**src/hdl/rcs_pkg.sv**
```systemverilog
package rcs_pkg;

  localparam int unsigned FRAC_BITS = 16;

  // quotient bits resolved by the divider before saturation takes over
  localparam int unsigned QBITS = 33;

  // depth of the queue between classifier and solver (power of two)
  localparam int unsigned QDEPTH = 4;

  localparam int unsigned CFG_IDX_W = 2;
  localparam int unsigned CFG_DATA_W = 32;

  typedef enum logic [CFG_IDX_W-1:0] {
    CFG_Y_MIN = 2'd0,
    CFG_Y_MAX = 2'd1,
    CFG_EPS   = 2'd2
  } cfg_idx_e;

  // bound values that mean "unbounded"
  localparam logic signed [31:0] Y_NO_MIN = 32'sh8000_0000;
  localparam logic signed [31:0] Y_NO_MAX = 32'sh7FFF_FFFF;
  localparam logic [15:0] EPS_RESET = 16'd1;

  typedef struct packed {
    logic signed [31:0] origin_x;
    logic signed [31:0] origin_y;
    logic signed [31:0] origin_z;
    logic signed [31:0] dir_x;
    logic signed [31:0] dir_y;
    logic signed [31:0] dir_z;
  } ray_t;

  typedef struct packed {
    logic              near_valid;
    logic signed [31:0] near_t;
    logic              far_valid;
    logic signed [31:0] far_t;
  } hit_t;

  // classified ray handed from front to back
  typedef struct packed {
    logic               ok;
    logic signed [64:0] h;
    logic [63:0]        a;
    logic [127:0]       d;
    logic signed [31:0] oy;
    logic signed [31:0] dy;
  } cls_t;

endpackage

```
**src/hdl/rcs_fifo.sv**
```systemverilog
module rcs_fifo (
  input  logic          clk_i,
  input  logic          rst_ni,
  input  logic          push_valid_i,
  output logic          push_ready_o,
  input  rcs_pkg::cls_t push_data_i,
  output logic          pop_valid_o,
  input  logic          pop_ready_i,
  output rcs_pkg::cls_t pop_data_o
);

  localparam int unsigned PW = $clog2(rcs_pkg::QDEPTH);

  rcs_pkg::cls_t mem_q [rcs_pkg::QDEPTH];
  logic [PW-1:0] wr_q, rd_q;
  logic [PW:0]   cnt_q;
  logic          push, pop;

  assign push_ready_o = cnt_q != (PW+1)'(rcs_pkg::QDEPTH);
  assign pop_valid_o  = cnt_q != '0;
  assign push         = push_valid_i && push_ready_o;
  assign pop          = pop_valid_o && pop_ready_i;
  assign pop_data_o   = mem_q[rd_q];

  always_ff @(posedge clk_i or negedge rst_ni) begin
    if (!rst_ni) begin
      wr_q  <= '0;
      rd_q  <= '0;
      cnt_q <= '0;
    end else begin
      if (push) wr_q <= wr_q + 1'b1;
      if (pop)  rd_q <= rd_q + 1'b1;
      if (push && !pop)      cnt_q <= cnt_q + 1'b1;
      else if (pop && !push) cnt_q <= cnt_q - 1'b1;
    end
  end

  always_ff @(posedge clk_i) begin
    if (push) mem_q[wr_q] <= push_data_i;
  end

endmodule

```
**config.mk**
```make
export PLATFORM = sky130hd
export DESIGN_NAME = rcs_fifo
export DESIGN_NICKNAME = d
export VERILOG_FILES = /design/src/hdl/rcs_pkg.sv /design/src/hdl/rcs_fifo.sv
export SDC_FILE = /design/constraint.sdc
export NUM_CORES = 1
export LEC_CHECK = 0
export BUFFER_PORTS_ARGS = -buffer_cell sky130_fd_sc_hd__buf_2
export CORE_ASPECT_RATIO = 1.5
export CORE_MARGIN = 5
export CORE_UTILIZATION = 45
export CTS_BUF_LIST = sky130_fd_sc_hd__clkbuf_4 sky130_fd_sc_hd__clkbuf_8 sky130_fd_sc_hd__clkbuf_16
export DETAILED_ROUTE_END_ITERATION = 10
export GPL_TIMING_DRIVEN = 0
export PLACE_DENSITY = 0.73
export SLEW_MARGIN = 15
export SYNTH_ARGS = -nofsm -noshare
export SYNTH_HDL_FRONTEND = slang
export SYNTH_SLANG_ARGS = --single-unit
```
**constraint.sdc**
```tcl
create_clock -name clk_i -period 13.84 [get_ports clk_i]
set_input_delay 0.692 -clock clk_i [delete_from_list [all_inputs] [get_ports clk_i]]
set_output_delay 0.692 -clock clk_i [all_outputs]
set_load 0.02 [all_outputs]
```
[Yosys cells after proc, flatten, opt, wreduce, memory -nomap -nowiden]
Memories as Yosys holds them, arrays and structs flattened.
Index checks and enable logic that the tools add are counted.
Word-level totals
  register bits: 7
  memory bits (writable): 1288
  input bits: 326
  logic and storage cells: 21
  memories: 1
Cells by class
  add/sub/neg operators: 4
  equality and inequality tests: 1
  mux-type cells: 4
  reductions and logical operators: 8
Memory list
  mem_q: depth 4, bits a word 322, rd ports 1, clocked after memory_dff 0, wr ports 1, RTL line rcs_fifo.sv:14  | rcs_pkg::cls_t mem_q [rcs_pkg::QDEPTH];
Operators with widths (count)
  two-way mux 3 bit: 2
  adder 2 x 1 -> 2 bit, second input constant: 2
  logical AND 1 bit: 4
  adder 3 x 1 -> 3 bit, second input constant: 1
  inequality test 3 bit, second input constant: 1
  nonzero test 3 bit: 1
  subtractor 3 x 1 -> 3 bit, second input constant: 1
  logical NOT 1 bit: 2
  two-way mux 1 bit: 2
  nonzero test 2 bit: 1

[Depth between registers and ports, before layout]
  depth after elaboration: 6
  depth in mapped cells: 8
  depth with buffers taken out: 8

[Worst setup path after synthesis]
Ideal clock, no wire load.
  path kind: input -> register
  from: in push_valid_i
  to: mem mem_q[0][0] (netlist name), enable pin
  library setup time: 0.725 ns
  arrival time: 8.291 ns
  required time: 13.115 ns
  path slack: 4.824 ns
  stages on the path: 2
  cells stage by stage: a21boi_2 and2_1
On the way
  longest elaborated chain between the ends: 3
RTL lines
  start, declared: RTL line rcs_fifo.sv:4  | input logic push_valid_i,
  logical AND 1 bit: RTL line rcs_fifo.sv:21  | assign push = push_valid_i && push_ready_o;
  two-way mux 1 bit: RTL line rcs_fifo.sv:39  | if (push) mem_q[wr_q] <= push_data_i;
  two-way mux 1 bit (implied by the code): RTL line rcs_fifo.sv:39
  end, declared: RTL line rcs_fifo.sv:14
Every way passes these cells.

==> out/results.txt <==
total length of routed wires -> 104,400 um
Switching Power -> 4208 uW
Slew @ Worst Pin -> 0.8066 ns
number of I/O pins -> 650
total global routing overflow -> 0
Synth Register Bits -> 1,295
htree depth -> 3
count of standard-cell rows -> 145
Sw Ratio -> 33.04%
CP Capture Type -> primary output
Clock Path Buffers -> 3
via/cell ratio -> 5.302
clock power share -> 23.8%
vias in the first global route -> 23,230
main area contributors after synthesis -> edfxtp_1 83%, mux4_2 15%, buf_6 0.72%, buf_2 0.37%, dfrtp_1 0.37%
# Max-Cap Violations -> 0
Slew Limit Fails -> 0
critical path endpoint -> pop_data_o[73]
CTS tree -> yes
final hold viol count -> 0
synth-to-layout area growth -> 20.17%
Tcrit/Tclk final -> 28.62%
CP Max Fanout -> 10
Tmin final -> 3.962 ns
pwr dens -> 226.1 mW/mm2
core area -> 0.1038 mm2
CP Launch Point -> rd_q[1]
Worst setup SP type -> flip-flop
crit path kind -> reg -> out
layout cells sized above 1 -> 48.02%
Avg Synthesized Cell Area -> 27.30 um2
YS warnings -> 0
WP data arrival -> 3.27 ns
drt wl/cell -> 25.92 um
Leakage Power -> 0.01902 uW
DRC -> 0
vias after detailed routing -> 21,360
top cell type's share of synthesized area -> 82.51%
clk_skew -> 0.03610 ns
Distinct cells, synth -> 18
final non-filler cell total -> 4,028
Rel. slew slack -> 46.22%
Nets -> 2,840
starting density of the core -> 45.17%
RR Startpoint -> cnt_q[0]
Die ar. -> 0.1109 mm2
fmax -> 252.4 MHz
R2R Setup Slk -> 11.07 ns
reg-to-reg endpoint -> mem_q[3][138]
final core utilization -> 54.28%
CP required -> 13.15 ns
antenna violations before repair -> 52
CTS Sinks -> 1,295
endpoints failing setup -> 0
clk root buf -> clkbuf_16
number of setup buffers added after CTS -> 0
First-pass DRT Iterations -> 7
final worst setup slack -> 9.878 ns
Die Wd -> 273.5 um
Worst-path clk slew -> 0.07 ns
worst vdd ir -> 166.9 uV
drt initial violations -> 1,507
die height -> 405.3 um
pre-CTS WS -> 10.31 ns
status -> completed
Num CTS Buffers -> 111
Clk Latency, worst-skew pair -> 0.70 ns
leading area contributor after synthesis -> edfxtp_1
ANT nets after route -> 0
Flop pwr share -> 41.8%
worst r2r path cells -> 6
Inst Count DP -> 3,790
Combinational Power Share -> 34.4%
Total GRT Usage -> 18.61%
Pint -> 8527 uW
synthesized instance count -> 1,717
RePlAce Congestion -> 0.7937
HPWL after detailed placement -> 72,520 um
setup TNS -> 0 ns
Mapped Nets -> 2,049
first-pass GRT wire length -> 153,000 um
unrepaired setup endpoints after global routing -> false
Mapped Area -> 0.04687 mm2
Seq/Total Area, Yosys -> 82.88%
Hold Crit Class -> in -> reg
I/O Buffers -> 649
largest net degree at the start of global routing -> 53
==> state kept, by name, indices dropped and copies added (netlist names) <==
register  cells
mem_q      1288
wr_q          2
rd_q          2
cnt_q         3
==> stage by stage <==
stage	power (uW)	hold slack (ns)	instance area, um2
after floorplan	8438	0.3964	46880
after CTS	12940	0.1134	56250
after global placement	10170	0.5166	51870
after detailed placement	9885	0.5373	52620
final	12730	0.1857	56330
after global routing	13310	0.1561	56280
==> what timing repair did <==
item | 4_1_cts | 5_1_grt
gates resized for setup | 0 | 0
hold endpoints to repair | 7 | 0
hold buffers | 1 | 0
==> per-layer routing <==
layer | GRT usage [%] | part of all wire [%] | vias up
met1 | 21.83 | 35 | 11120
met5 | 0 | 0.22 | -
met2 | 31.37 | 51 | 878
met4 | 5.976 | 2.7 | 38
li1 | - | - | 9137
met3 | 7.784 | 11 | 188
==> kinds of logic after synthesis <==
group                      after synthesis  share of synthesized area [%]
muxes                                  324                          15.52
and+or+nand+nor                         10                         0.1094
DFF                                   1295                          82.88
AOI/OAI and AO/OA                        1                        0.02402
buffers and inverters                   75                          1.174
xor gates and xnor gates                 6                         0.1121
adders and majority gates                6                         0.1762
==> critical path, cell delays in order (launching register included) <==
cell	delay, ns
dfrtp_1	0.31
buf_2	0.36
clkbuf_1	0.66
buf_2	0.55
mux4_2	0.42
buf_2	0.23
==> power groups by stage <==
| stage | Clock (uW) | Sequential [uW] | Combinational (uW) |
|---|---|---|---|
| after global routing | 3270 | 5380 | 4660 |
| after global placement | 0 | 5890 | 4280 |
| after detailed placement | 0 | 5410 | 4470 |
| after CTS | 3100 | 5330 | 4500 |
| final | 3030 | 5320 | 4380 |
| after floorplan | 0 | 5640 | 2790 |
==> cell usage after synthesis (all sizes together) <==
master and n:
fa 1, clkbuf 7, dfrtp 7, edfxtp 1288
a21boi 1, mux4 322, or3 1, and2 4
nand2 2, nor2 2, xor2 2, xnor2 4
ha 5, inv 3, nand3 1, mux2 2
buf 65
==> final cells by class <==
type / instances / area [um2]
Antenna cell: 31 / 77.57
Timing Repair Buffer: 678 / 3999
Inverter: 3 / 11.26
Tap cell: 1396 / 1747
Fill cell: 7703 / 47450
Multi-Input combinational cell: 347 / 7482
Clock inverter: 80 / 713.2
Sequential cell: 1295 / 38850
Buffer: 72 / 539.3
Clock buffer: 126 / 2908
==> worst min path at each step <==
| stage | from | to | slack, ns | cells past startpoint |
|---|---|---|---|---|
| floorplan | rst_ni | cnt_q[0] | 0.40 | 0 |
| global placement | cnt_q[2] | cnt_q[2] | 0.52 | 1 |
| detailed placement | rst_ni | rd_q[1] | 0.54 | 1 |
| CTS | push_data_i[308] | mem_q[0][308] | 0.11 | 1 |
| global route | push_data_i[307] | mem_q[2][307] | 0.16 | 1 |
| finish | push_data_i[298] | mem_q[0][298] | 0.19 | 1 |
==> placed cells by master, fill, tap and decap left out, drive strengths merged <==
master,count
a21boi,1
and2,4
buf,742
bufinv,8
clkbuf,133
clkinv,63
clkinvlp,7
dfrtp,7
diode,31
dlygate4sd3,1
edfxtp,1288
fa,1
ha,5
inv,5
mux2,2
mux4,322
nand2,2
nand3,1
nor2,2
or3,1
xnor2,4
xor2,2
(Power assumes the default switching activity.)
